[config.mk]
export PLATFORM = sky130hd
export DESIGN_NAME = ring_readback_allocator_unit
export DESIGN_NICKNAME = d
export VERILOG_FILES = /design/src/hdl/rra_pkg.sv /design/src/hdl/ring_readback_allocator_unit.sv
export SDC_FILE = /design/constraint.sdc
export NUM_CORES = 2
export LEC_CHECK = 0
export ABC_AREA = 1
export BUFFER_PORTS_ARGS = -buffer_cell sky130_fd_sc_hd__buf_2
export CAP_MARGIN = 30
export CORE_MARGIN = 4
export CORE_UTILIZATION = 59
export DETAILED_ROUTE_END_ITERATION = 8
export PLACE_DENSITY = 0.76
export SYNTH_ARGS = -nofsm -noshare
export SYNTH_HDL_FRONTEND = slang
export SYNTH_SLANG_ARGS = --single-unit
[constraint.sdc]
create_clock -name clk -period 9.2 [get_ports clk]
set_input_delay 1.84 -clock clk [delete_from_list [all_inputs] [get_ports clk]]
set_output_delay 1.84 -clock clk [all_outputs]
set_load 0.02 [all_outputs]
[src/hdl/rra_pkg.sv]
// Package: constants, widths and codes of the ring readback allocator.
`timescale 1ns / 1ps

package rra_pkg;

  localparam int SIZE_W        = 27;
  localparam int OFFSET_W      = 26;
  localparam int FENCE_W       = 64;
  localparam int CMD_W         = 2;
  localparam int STATUS_W      = 2;
  localparam int SLOT_OUT_W    = 4;

  localparam int SLOT_COUNT_DEF = 16;
  localparam int MAX_OUT        = 16;
  localparam int NCNT_W         = $clog2(MAX_OUT + 1);

  localparam int ALIGN_BYTES   = 512;
  localparam int RING_MIN_LOG2 = 10;
  localparam logic [SIZE_W-1:0] RING_MIN   = SIZE_W'(1 << RING_MIN_LOG2);
  localparam logic [SIZE_W-1:0] RING_MAX   = SIZE_W'(64 * 1024 * 1024);
  localparam logic [SIZE_W-1:0] RING_RESET = RING_MAX;

  localparam int MOD_STEPS = SIZE_W - RING_MIN_LOG2;
  localparam int MOD_W     = SIZE_W + MOD_STEPS - 1;
  localparam int MODK_W    = $clog2(MOD_STEPS);

  localparam logic [CMD_W-1:0] CMD_ALLOC  = 2'd0;
  localparam logic [CMD_W-1:0] CMD_TAG    = 2'd1;
  localparam logic [CMD_W-1:0] CMD_RETIRE = 2'd2;
  localparam logic [CMD_W-1:0] CMD_NONE   = 2'd3;

  localparam logic [STATUS_W-1:0] ST_OK         = 2'd0;
  localparam logic [STATUS_W-1:0] ST_RING_FULL  = 2'd1;
  localparam logic [STATUS_W-1:0] ST_QUEUE_FULL = 2'd2;
  localparam logic [STATUS_W-1:0] ST_NONE       = 2'd3;

endpackage

[src/hdl/ring_readback_allocator_unit.sv]
// Top level: ring allocator with slot queue, fence tagging and in-order retirement.
//
// channel   direction  handshake            fields
// command   in         start & !busy        cmd, byte_size, fence_value
// result    out        done (one cycle)     status, offset, aligned_size, slot, last
// config    in         cfg_wr               cfg_data (ring_size)
//
// Allocate: after acceptance, busy in the S_ALLOC evaluate state, which registers the result.
// Tag: one slot entry per cycle over the fence store, sweeping all SLOT_COUNT slots.
// Retire: per checked slot, a registered read of the slot store (S_RREAD), then compare (S_RCHECK),
//   then a shift-subtract remainder (S_MOD) for the new ring start when any slot frees.
// Reset: rst synchronous, clears control state; ring_size returns to 64 MiB.
// The receiver cannot stall: each result shows for exactly one cycle with done high.
`timescale 1ns / 1ps

module ring_readback_allocator_unit #(
  parameter int SLOT_COUNT = rra_pkg::SLOT_COUNT_DEF
) (
  input  logic                          clk,
  input  logic                          rst,
  input  logic                          cfg_wr,
  input  logic [rra_pkg::SIZE_W-1:0]    cfg_data,
  input  logic                          start,
  output logic                          busy,
  input  logic [rra_pkg::CMD_W-1:0]     cmd,
  input  logic [rra_pkg::SIZE_W-1:0]    byte_size,
  input  logic [rra_pkg::FENCE_W-1:0]   fence_value,
  output logic                          done,
  output logic [rra_pkg::STATUS_W-1:0]  status,
  output logic [rra_pkg::OFFSET_W-1:0]  offset,
  output logic [rra_pkg::SIZE_W-1:0]    aligned_size,
  output logic [rra_pkg::SLOT_OUT_W-1:0] slot,
  output logic                          last
);

  localparam int IW = (SLOT_COUNT > 1) ? $clog2(SLOT_COUNT) : 1;
  localparam int UW = $clog2(SLOT_COUNT + 1);
  localparam int SW = rra_pkg::SIZE_W;
  localparam int OW = rra_pkg::OFFSET_W;
  localparam int FW = rra_pkg::FENCE_W;
  localparam logic [SW:0] ALIGN_MASK = (SW + 1)'(rra_pkg::ALIGN_BYTES - 1);

  localparam logic [2:0] S_IDLE   = 3'd0;
  localparam logic [2:0] S_ALLOC  = 3'd1;
  localparam logic [2:0] S_TAG    = 3'd2;
  localparam logic [2:0] S_RREAD  = 3'd3;
  localparam logic [2:0] S_RCHECK = 3'd4;
  localparam logic [2:0] S_MOD    = 3'd5;

  logic [2:0]     state;
  logic [SW-1:0]  ring_size;
  logic [SW-1:0]  used_start;
  logic [SW-1:0]  used_end;
  logic [IW-1:0]  head_slot;
  logic [UW-1:0]  slots_in_use;
  logic [SLOT_COUNT-1:0] slot_untagged;

  logic [SW-1:0]  req;
  logic [FW-1:0]  fence;
  logic [IW-1:0]  tag_idx;
  logic [rra_pkg::NCNT_W-1:0] n_cnt;
  logic           have_pend;
  logic [OW-1:0]  pend_off;
  logic [SW-1:0]  pend_size;
  logic [IW-1:0]  pend_slot;
  logic [SW-1:0]  mod_val;
  logic [rra_pkg::MOD_W-1:0] mod_div;
  logic [rra_pkg::MODK_W-1:0] mod_k;

  logic [OW-1:0]  slot_offset [SLOT_COUNT];
  logic [SW-1:0]  slot_size   [SLOT_COUNT];
  logic [FW-1:0]  slot_fence  [SLOT_COUNT];
  logic [OW-1:0]  rd_off;
  logic [SW-1:0]  rd_size;
  logic [FW-1:0]  rd_fence;

  logic [SW-1:0]  ring_eff;
  logic [SW:0]    aligned_full;
  logic [SW-1:0]  aligned_sat;
  logic [SW+1:0]  end_sum;
  logic           fit_tail;
  logic           fit_wrap;
  logic           fit_mid;
  logic           queue_full;
  logic [IW:0]    tail_sum;
  logic [IW-1:0]  tail_idx;
  logic [IW-1:0]  head_inc;
  logic           alloc_ok;
  logic           alloc_wrap;
  logic [OW-1:0]  alloc_pos;
  logic           retire_ok;
  logic           tag_wr;
  logic [IW+3:0]  tail_wide;
  logic [IW+3:0]  pend_wide;
  logic [rra_pkg::MOD_W-1:0] mod_val_wide;
  logic           accept;

  assign accept = start && (state == S_IDLE);
  assign busy   = (state != S_IDLE);

  always_comb begin
    if (ring_size < rra_pkg::RING_MIN) begin
      ring_eff = rra_pkg::RING_MIN;
    end else if (ring_size > rra_pkg::RING_MAX) begin
      ring_eff = rra_pkg::RING_MAX;
    end else begin
      ring_eff = ring_size;
    end
  end

  assign aligned_full = ({1'b0, req} + ALIGN_MASK) & ~ALIGN_MASK;
  assign aligned_sat  = aligned_full[SW] ? {SW{1'b1}} : aligned_full[SW-1:0];
  assign end_sum      = {2'b00, used_end} + {1'b0, aligned_full};
  assign fit_tail     = end_sum < {2'b00, ring_eff};
  assign fit_wrap     = aligned_full < {1'b0, used_start};
  assign fit_mid      = end_sum < {2'b00, used_start};
  assign queue_full   = (slots_in_use >= UW'(SLOT_COUNT));

  always_comb begin
    alloc_wrap = 1'b0;
    if (queue_full) begin
      alloc_ok = 1'b0;
    end else if (used_start <= used_end) begin
      alloc_ok   = fit_tail || fit_wrap;
      alloc_wrap = !fit_tail;
    end else begin
      alloc_ok = fit_mid;
    end
    alloc_pos = alloc_wrap ? '0 : used_end[OW-1:0];
  end

  assign tail_sum = {1'b0, head_slot} + (IW + 1)'(slots_in_use);
  assign tail_idx = (tail_sum >= (IW + 1)'(SLOT_COUNT)) ?
                    IW'(tail_sum - (IW + 1)'(SLOT_COUNT)) : tail_sum[IW-1:0];
  assign head_inc = (head_slot == IW'(SLOT_COUNT - 1)) ? '0 : head_slot + 1'b1;

  assign retire_ok = (n_cnt < rra_pkg::NCNT_W'(rra_pkg::MAX_OUT)) &&
                     (slots_in_use != '0) && !slot_untagged[head_slot] &&
                     !(fence < rd_fence);

  assign tag_wr       = (state == S_TAG) && slot_untagged[tag_idx];
  assign tail_wide    = (IW + 4)'(tail_idx);
  assign pend_wide    = (IW + 4)'(pend_slot);
  assign mod_val_wide = rra_pkg::MOD_W'(mod_val);

  always_ff @(posedge clk) begin
    if (state == S_ALLOC && alloc_ok) begin
      slot_offset[tail_idx] <= alloc_pos;
      slot_size[tail_idx]   <= aligned_full[SW-1:0];
    end
    rd_off  <= slot_offset[head_slot];
    rd_size <= slot_size[head_slot];
  end

  always_ff @(posedge clk) begin
    if (tag_wr) begin
      slot_fence[tag_idx] <= fence;
    end
    rd_fence <= slot_fence[head_slot];
  end

  always_ff @(posedge clk) begin
    if (rst) begin
      ring_size <= rra_pkg::RING_RESET;
    end else if (cfg_wr) begin
      ring_size <= cfg_data;
    end
  end

  always_ff @(posedge clk) begin
    if (rst) begin
      state         <= S_IDLE;
      used_start    <= '0;
      used_end      <= '0;
      head_slot     <= '0;
      slots_in_use  <= '0;
      slot_untagged <= '0;
      done          <= 1'b0;
      have_pend     <= 1'b0;
      n_cnt         <= '0;
      tag_idx       <= '0;
      mod_k         <= '0;
    end else begin
      done <= 1'b0;
      case (state)
        S_IDLE: begin
          if (accept) begin
            req       <= byte_size;
            fence     <= fence_value;
            tag_idx   <= '0;
            n_cnt     <= '0;
            have_pend <= 1'b0;
            case (cmd)
              rra_pkg::CMD_ALLOC:  state <= S_ALLOC;
              rra_pkg::CMD_TAG:    state <= S_TAG;
              rra_pkg::CMD_RETIRE: state <= S_RREAD;
              default:             state <= S_IDLE;
            endcase
          end
        end
        S_ALLOC: begin
          done         <= 1'b1;
          last         <= 1'b1;
          aligned_size <= aligned_sat;
          if (queue_full) begin
            status <= rra_pkg::ST_QUEUE_FULL;
            offset <= '0;
            slot   <= '0;
          end else if (!alloc_ok) begin
            status <= rra_pkg::ST_RING_FULL;
            offset <= '0;
            slot   <= '0;
          end else begin
            status                  <= rra_pkg::ST_OK;
            offset                  <= alloc_pos;
            slot                    <= tail_wide[3:0];
            used_end                <= alloc_wrap ? aligned_full[SW-1:0] : end_sum[SW-1:0];
            slot_untagged[tail_idx] <= 1'b1;
            slots_in_use            <= slots_in_use + 1'b1;
          end
          state <= S_IDLE;
        end
        S_TAG: begin
          slot_untagged[tag_idx] <= 1'b0;
          if (tag_idx == IW'(SLOT_COUNT - 1)) begin
            done         <= 1'b1;
            status       <= rra_pkg::ST_OK;
            offset       <= '0;
            aligned_size <= '0;
            slot         <= '0;
            last         <= 1'b1;
            state        <= S_IDLE;
          end else begin
            tag_idx <= tag_idx + 1'b1;
          end
        end
        S_RREAD: begin
          state <= S_RCHECK;
        end
        S_RCHECK: begin
          if (retire_ok) begin
            if (have_pend) begin
              done         <= 1'b1;
              status       <= rra_pkg::ST_OK;
              offset       <= pend_off;
              aligned_size <= pend_size;
              slot         <= pend_wide[3:0];
              last         <= 1'b0;
            end
            have_pend    <= 1'b1;
            pend_off     <= rd_off;
            pend_size    <= rd_size;
            pend_slot    <= head_slot;
            n_cnt        <= n_cnt + 1'b1;
            head_slot    <= head_inc;
            slots_in_use <= slots_in_use - 1'b1;
            state        <= S_RREAD;
          end else if (have_pend) begin
            done         <= 1'b1;
            status       <= rra_pkg::ST_OK;
            offset       <= pend_off;
            aligned_size <= pend_size;
            slot         <= pend_wide[3:0];
            last         <= 1'b1;
            mod_val      <= SW'(pend_off) + pend_size;
            mod_div      <= rra_pkg::MOD_W'(ring_eff) << (rra_pkg::MOD_STEPS - 1);
            mod_k        <= rra_pkg::MODK_W'(rra_pkg::MOD_STEPS - 1);
            state        <= S_MOD;
          end else begin
            done         <= 1'b1;
            status       <= rra_pkg::ST_NONE;
            offset       <= '0;
            aligned_size <= '0;
            slot         <= '0;
            last         <= 1'b1;
            state        <= S_IDLE;
          end
        end
        S_MOD: begin
          if (mod_val_wide >= mod_div) begin
            mod_val <= mod_val - mod_div[SW-1:0];
          end
          mod_div <= mod_div >> 1;
          if (mod_k == '0) begin
            used_start <= (mod_val_wide >= mod_div) ? mod_val - mod_div[SW-1:0] : mod_val;
            state      <= S_IDLE;
          end else begin
            mod_k <= mod_k - 1'b1;
          end
        end
        default: begin
          state <= S_IDLE;
        end
      endcase
    end
  end

  a_queue_bound: assert property (@(posedge clk) disable iff (rst)
    slots_in_use <= UW'(SLOT_COUNT))
    else $error("slot queue count above capacity");

  a_done_spacing: assert property (@(posedge clk) disable iff (rst)
    done |=> !done)
    else $error("results in consecutive cycles");

  a_start_bound: assert property (@(posedge clk) disable iff (rst)
    used_start < rra_pkg::RING_MAX)
    else $error("ring start beyond largest ring");

  a_noop_cmd: assert property (@(posedge clk) disable iff (rst)
    accept && cmd == rra_pkg::CMD_NONE |=> !busy && !done)
    else $error("unknown command took effect");

  a_tag_clears: assert property (@(posedge clk) disable iff (rst)
    state == S_TAG && tag_idx == IW'(SLOT_COUNT - 1) |=> slot_untagged == '0)
    else $error("untagged slot left after tag sweep");

  a_retire_order: assert property (@(posedge clk) disable iff (rst)
    state == S_RCHECK && retire_ok |=> slots_in_use == $past(slots_in_use) - 1'b1)
    else $error("retire did not release one slot");

endmodule
# Word level (Yosys, flattened, before mapping)
# Memory sizes are Yosys's and may differ from the RTL's. A register that Yosys moved wholly into a read port is not among the register bits.
# Cells that the tools add are included.
[word_totals]
ff_bits = 430
latchBits = 0
ram_bits = 1728
rom_bits = 0
inputBits = 124
elab_cells = 208
n_memories = 3
[op_classes]
n_addsub = 12
mul = 0
div_mod_pow = 0
n_lt_le_gt_ge = 16
n_eq_ne = 20
shift = 0
muxes = 91
bitwise = 5
reduce_logical = 36
[mem_list]
columns = ["memory", "words", "word_bits", "read_ports", "rd_clocked_by_memory_dff", "wr", "line", "text"]
rows = [
  ["slot_fence", 16, 64, 1, 1, 1, "ring_readback_allocator_unit.sv:72", "logic [FW-1:0] slot_fence [SLOT_COUNT];"],
  ["slot_offset", 16, 26, 1, 1, 1, "ring_readback_allocator_unit.sv:70", "logic [OW-1:0] slot_offset [SLOT_COUNT];"],
  ["slot_size", 16, 18, 1, 1, 1, "ring_readback_allocator_unit.sv:71", "logic [SW-1:0] slot_size [SLOT_COUNT];"],
]
[op_table]
columns = ["cell", "n"]
rows = [
  ["27-bit 2-to-1 mux", 11],
  ["26-bit 2-to-1 mux", 7],
  ["43-bit 2-to-1 mux", 2],
  ["43-bit one-hot mux with 2 select lines", 1],
  ["27-bit one-hot mux with 3 select lines", 1],
  ["26-bit one-hot mux with 3 select lines", 1],
  ["64-bit < comparator", 1],
  ["29-bit by 27-bit < comparator with 1-bit output", 2],
  ["27-bit one-hot mux with 2 select lines", 1],
  ["27-bit by 43-bit greater-or-equal comparator with 1-bit output", 1],
  ["4-bit 2-to-1 mux", 10],
  ["5-bit 2-to-1 mux", 8],
  ["16-bit 2-to-1 mux", 2],
  ["16-bit one-hot mux with 2 select lines", 1],
  ["5-bit one-hot mux with 2 select lines", 3],
  ["27-bit by 28-bit adder with 29-bit output", 1],
  ["27-bit by 9-bit adder with 28-bit output, second input constant", 1],
  ["28-bit by 27-bit < comparator with 1-bit output", 1],
  ["26-bit by 27-bit adder with 27-bit output", 1],
  ["27-bit greater-than comparator, second input constant", 1],
  ["27-bit less-or-equal comparator", 1],
  ["27-bit by 11-bit < comparator with 1-bit output, second input constant", 1],
  ["27-bit subtractor", 1],
  ["1-bit 2-to-1 mux", 21],
  ["44 further kinds", 99],
]

# Longest topological paths before layout
[logic_depth]
ltp_word = 11
depth_mapped = 40

# Least setup slack after synthesis
# OpenSTA, ideal clock, no wires.
[synth_timing]
kind = "reg-to-reg"
from = "reg req[8]"
to = "mem slot_offset[15][10] (netlist name), enable pin"
arrival_ps = 6991
t_required_ps = 8726
path_slack_ps = 1735
stages_incl_launch_ff = 35
n_path_buf = 2
path_cell_list = "edfxtp_1 > nor2_1 > nand2_1 > nor2_1 > nand2_1 > nand2_2 > inv_1 > nor2_1 > inv_1 > nor2_1 > nand2_1 > nor2_2 > a21oi_1 > nor2_1 > ha_1 > nand2_1 > inv_1 > nand2_1 > nand2_1 > a21oi_1 > nand2_1 > nand2_1 > nand2_1 > a21oi_1 > xor2_1 > ha_1 > a21oi_1 > nand3_1 > a21oi_2 > nand2_2 > nand3_2 > nand3_2 > buf_6 > buf_6 > nor3_1"
[synth_between]
elab_chain_cells = 9
[synth_rtl]
columns = ["element", "line", "text"]
rows = [
  ["start, declared", "ring_readback_allocator_unit.sv:58", "logic [SW-1:0] req;"],
  ["start signal, assigned", "ring_readback_allocator_unit.sv:188", "req <= byte_size;"],
  ["27-bit by 9-bit adder with 28-bit output (*)", "ring_readback_allocator_unit.sv:111", "assign aligned_full = ({1'b0, req} + ALIGN_MASK) & ~ALIGN_MASK;"],
  ["via aligned_full[20]", "ring_readback_allocator_unit.sv:78", "logic [SW:0] aligned_full;"],
  ["27-bit by 28-bit adder with 29-bit output", "ring_readback_allocator_unit.sv:113", "assign end_sum = {2'b00, used_end} + {1'b0, aligned_full};"],
  ["29-bit by 27-bit < comparator with 1-bit output", "ring_readback_allocator_unit.sv:114", "assign fit_tail = end_sum < {2'b00, ring_eff};"],
  ["1-bit logical OR", "ring_readback_allocator_unit.sv:124", "alloc_ok = fit_tail || fit_wrap;"],
  ["1-bit 2-to-1 mux (*)", "ring_readback_allocator_unit.sv:123", "end else if (used_start <= used_end) begin"],
  ["1-bit 2-to-1 mux (*)", "ring_readback_allocator_unit.sv:121", "if (queue_full) begin"],
  ["1-bit logical AND (*)", "ring_readback_allocator_unit.sv:147", "if (state == S_ALLOC && alloc_ok) begin"],
  ["1-bit 2-to-1 mux (*)", "ring_readback_allocator_unit.sv:147", ""],
  ["1-bit 2-to-1 mux (not written as such) (*)", "ring_readback_allocator_unit.sv:148", "slot_offset[tail_idx] <= alloc_pos;"],
  ["end, declared", "ring_readback_allocator_unit.sv:70", ""],
]
# Mark *: on every way through the listed nets, which the timed path passes. The rest lies on a longest branch.

# Worst setup path after layout
[layout_timing]
from = "reg req[2]"
to = "mem slot_offset[13][20] (netlist name), enable pin"
# Same word-level chain as after synthesis.

==> results.ini <==
[die]
start_util_pct = 59.3
design.portCount = 186
rows = 139
die_area_mm2 = 0.150
die_x_um = 388
die_h_um = 388
core_mm2 = 0.143

[routing]
totalWireLength_um = 225000
drtAntennaViolNets = 0
via_per_inst = 6.23
drt_first_pass_iters = 8
drtIter0Drc = 6981
dr_total_vias = 58054
remaining_drc_errors = 0
wl_per_cell_um = 24.2

[placed_design]
io_buffers = 185
post-place-cells = 8934
gp_congestion = 0.928
dp_hpwl_um = 128000
place_area_mm2 = 0.0883
post-place-ws_ns = 2.15

[sta]
worst_slack_ns = 1.93
setup_violations = 0
slew_violations = 0
skew_ns = 0.0600
fin_tns_setup_ns = 0
rsz0062_at_grt = no
relSlewSlack_pct = 28.8
worst_pin_slew_ns = 1.07
fin_crit_sh_pct = 79.0
final.min_clock_period_ns = 7.27
hold_violations = 0
max_freq_mhz = 138

[power_and_ir_drop]
p_switching_mw = 4.81
power_frac_seq_pct = 52.0
p_int_mw = 15.6
netSwitchingFraction_pct = 23.6
p_clk_share_pct = 40.1
p_per_area_mw_per_mm2 = 214
power.leakage_nw = 33.8
pwr-share-comb_pct = 7.9
peakVddDrop_mv = 0.208

[synth]
ys_types = 50
yosysWarnings = 0
synth_top_cell_by_area = edfxtp_1
synth_area_mm2 = 0.0852
synth_top_cell_area_share_pct = 65.1
synthArstFlopShare_pct = 0
synth_flop_cell = edfxtp_1
synth.avg_cell_area_um2 = 12.0
syn_inst = 7119
synthTopCellsByArea = edfxtp_1, o21ai_0, dfxtp_1
synth_edf_count = 1845
seq_area_frac_synth_pct = 70.1
yosys_register_bits = 2061

[cells_and_area]
mostFrequentLayoutCell = edfxtp_1
final_nets = 7574
multi_input_area_mm2 = 0.0226
layout_common_cells = edfxtp_1, nor2_1, o21ai_0, nand2_1, inv_1
drive_gt1_share_pct = 9.05
regArea_mm2 = 0.0597
final_util_pct = 66.2
nFillCells = 10188
area_growth_pct = 11.6
stdcell_count = 9314
design_area_mm2 = 0.0950

[cts]
cts.sinks = 2061
path_clk_slew_ns = 0.06
clock_latency_ns = 0.84
cts_buffer_depth = 3
cts_made_buffers = 198
h-tree-depth = 4
cts_tree = built
cts_hold_buffers = 0
cts_resized = 0
cts_root_buf = clkbuf_16
cts_post_setup_buffers_inserted = 0

[worst_setup_path]
crit_slowest_cell = nor2_4
r2r-end = slot_offset[13][20]
rrSetupSlack_ns = 1.93
worstSetupPathType = flop to flop
reg2reg_from = req[2]
critPathMaxFanout = 25
cp.arrival_ns = 7.74
endpoint = slot_offset[13][20]
crit_path_end_kind = flop
max_stage_delay_ns = 0.99
path_common_cell = nand2_1
start_kind = flop
rr_worst_depth = 34
cp-startpoint = req[2]
crit_required_ns = 9.67

[global_route]
gr-total-overflow = 0
grt_max_degree = 207
grt_pass1_wl_um = 337000
antenna_found_initial = 10
grt_pass1_vias = 55920
grt_usage_pct = 29.3

[min_path]
hold_class = flop to flop
hp-start = rd_off[19]

[outcome]
status = finished clean

[flow_run]
maxCapViolations = 0

## metal layers
metal	vias up	wire length, µm	global-route usage, %
met1	28096	85200	38.9
met4	0	8970	11.7
met3	574	22200	5.00
li1	25998	-	-
met2	3386	109000	48.4
met5	-	0	0
## power by group through the flow
stage | clock, mW | sequential (mW) | combinational [mW]
6_report | 8.17 | 10.6 | 1.60
3_5_place_dp | 0 | 10.8 | 1.57
4_1_cts | 8.25 | 10.6 | 1.58
3_3_place_gp | 0 | 10.8 | 1.54
2_1_floorplan | 0 | 10.7 | 0.973
5_1_grt | 8.66 | 10.6 | 1.76
## state kept, by name, indices dropped and copies added (netlist names), 16 cells and up
signal and cells:
slot_fence 1024, slot_offset 288, slot_size 288, fence 64, rd_fence 64, mod_div 43
mod_val 27, req 27, ring_size 27, used_start 27, aligned_size 19, offset 18
pend_off 18, pend_size 18, rd_off 18, rd_size 18, used_end 18, slot_untagged 16
## worst min-delay path by stage
stage / slack, ns / endpoint / cells after the start
after floorplan: 0.39 / pend_off[10] / 0
after CTS: 0.40 / pend_off[19] / 0
after global placement: 0.39 / pend_size[24] / 0
final: 0.40 / pend_off[19] / 0
after global routing: 0.41 / pend_size[11] / 0
after detailed placement: 0.39 / pend_off[19] / 0
## synthesized netlist by cell type, types with 6 or more instances
cell	instances
nand3_2	6
xnor2_1	30
a31oi_1	26
a21o_1	7
nor4_1	17
buf_4	16
o21a_1	18
o221ai_1	167
nor3_1	48
o21ai_1	7
nor2_1	1028
ha_1	212
buf_2	17
o211ai_1	50
buf_1	15
o21ai_0	999
a21boi_0	7
dfxtp_1	216
edfxtp_1	1845
a211oi_1	12
nand2_1	820
clkbuf_1	351
inv_2	8
a21oi_1	207
nand3_1	245
o22ai_1	241
nand4_1	23
inv_1	392
xor2_1	41
## cell families (layout without fill, tap and decap cells)
family	Yosys count	count (layout)	share of synthesized area [%]
and+or+nand+nor	2208	2208	10.4
buffers and inverters	804	1075	3.67
other	1	22	0.00440
xor gates and xnor gates	71	71	0.730
adders and majority gates	217	217	3.23
DFF	2061	2061	70.1
AOI/OAI and AO/OA	1757	1757	11.8
## per-stage QoR
| stage | hold slack (ns) | power [mW] |
|---|---|---|
| after global routing | 0.406 | 21.0 |
| after floorplan | 0.386 | 11.7 |
| final | 0.402 | 20.4 |
| after detailed placement | 0.389 | 12.4 |
| after CTS | 0.402 | 20.4 |
| after global placement | 0.385 | 12.3 |
## worst max-delay path, delay by kind of cell (launching register included)
family / cells / cell delay (ns)
xor gates and xnor gates: 2 / 0.33
AOI/OAI and AO/OA: 4 / 0.69
DFF: 1 / 0.32
adders and majority gates: 2 / 0.75
and+or+nand+nor: 19 / 3.41
buffers and inverters: 7 / 1.37
## layout make-up
type                       instances  share of cell area (%)
multi-input combinational       4269                    23.8
clock buffer                     279                    5.92
tap                             1903                    2.51
clock inverter                    93                    1.05
sequential                      2061                    62.9
inverter                         401                    1.61
timing repair buffer             302                    2.24
antenna                            6                  0.0158
(Power assumes the default switching activity.)
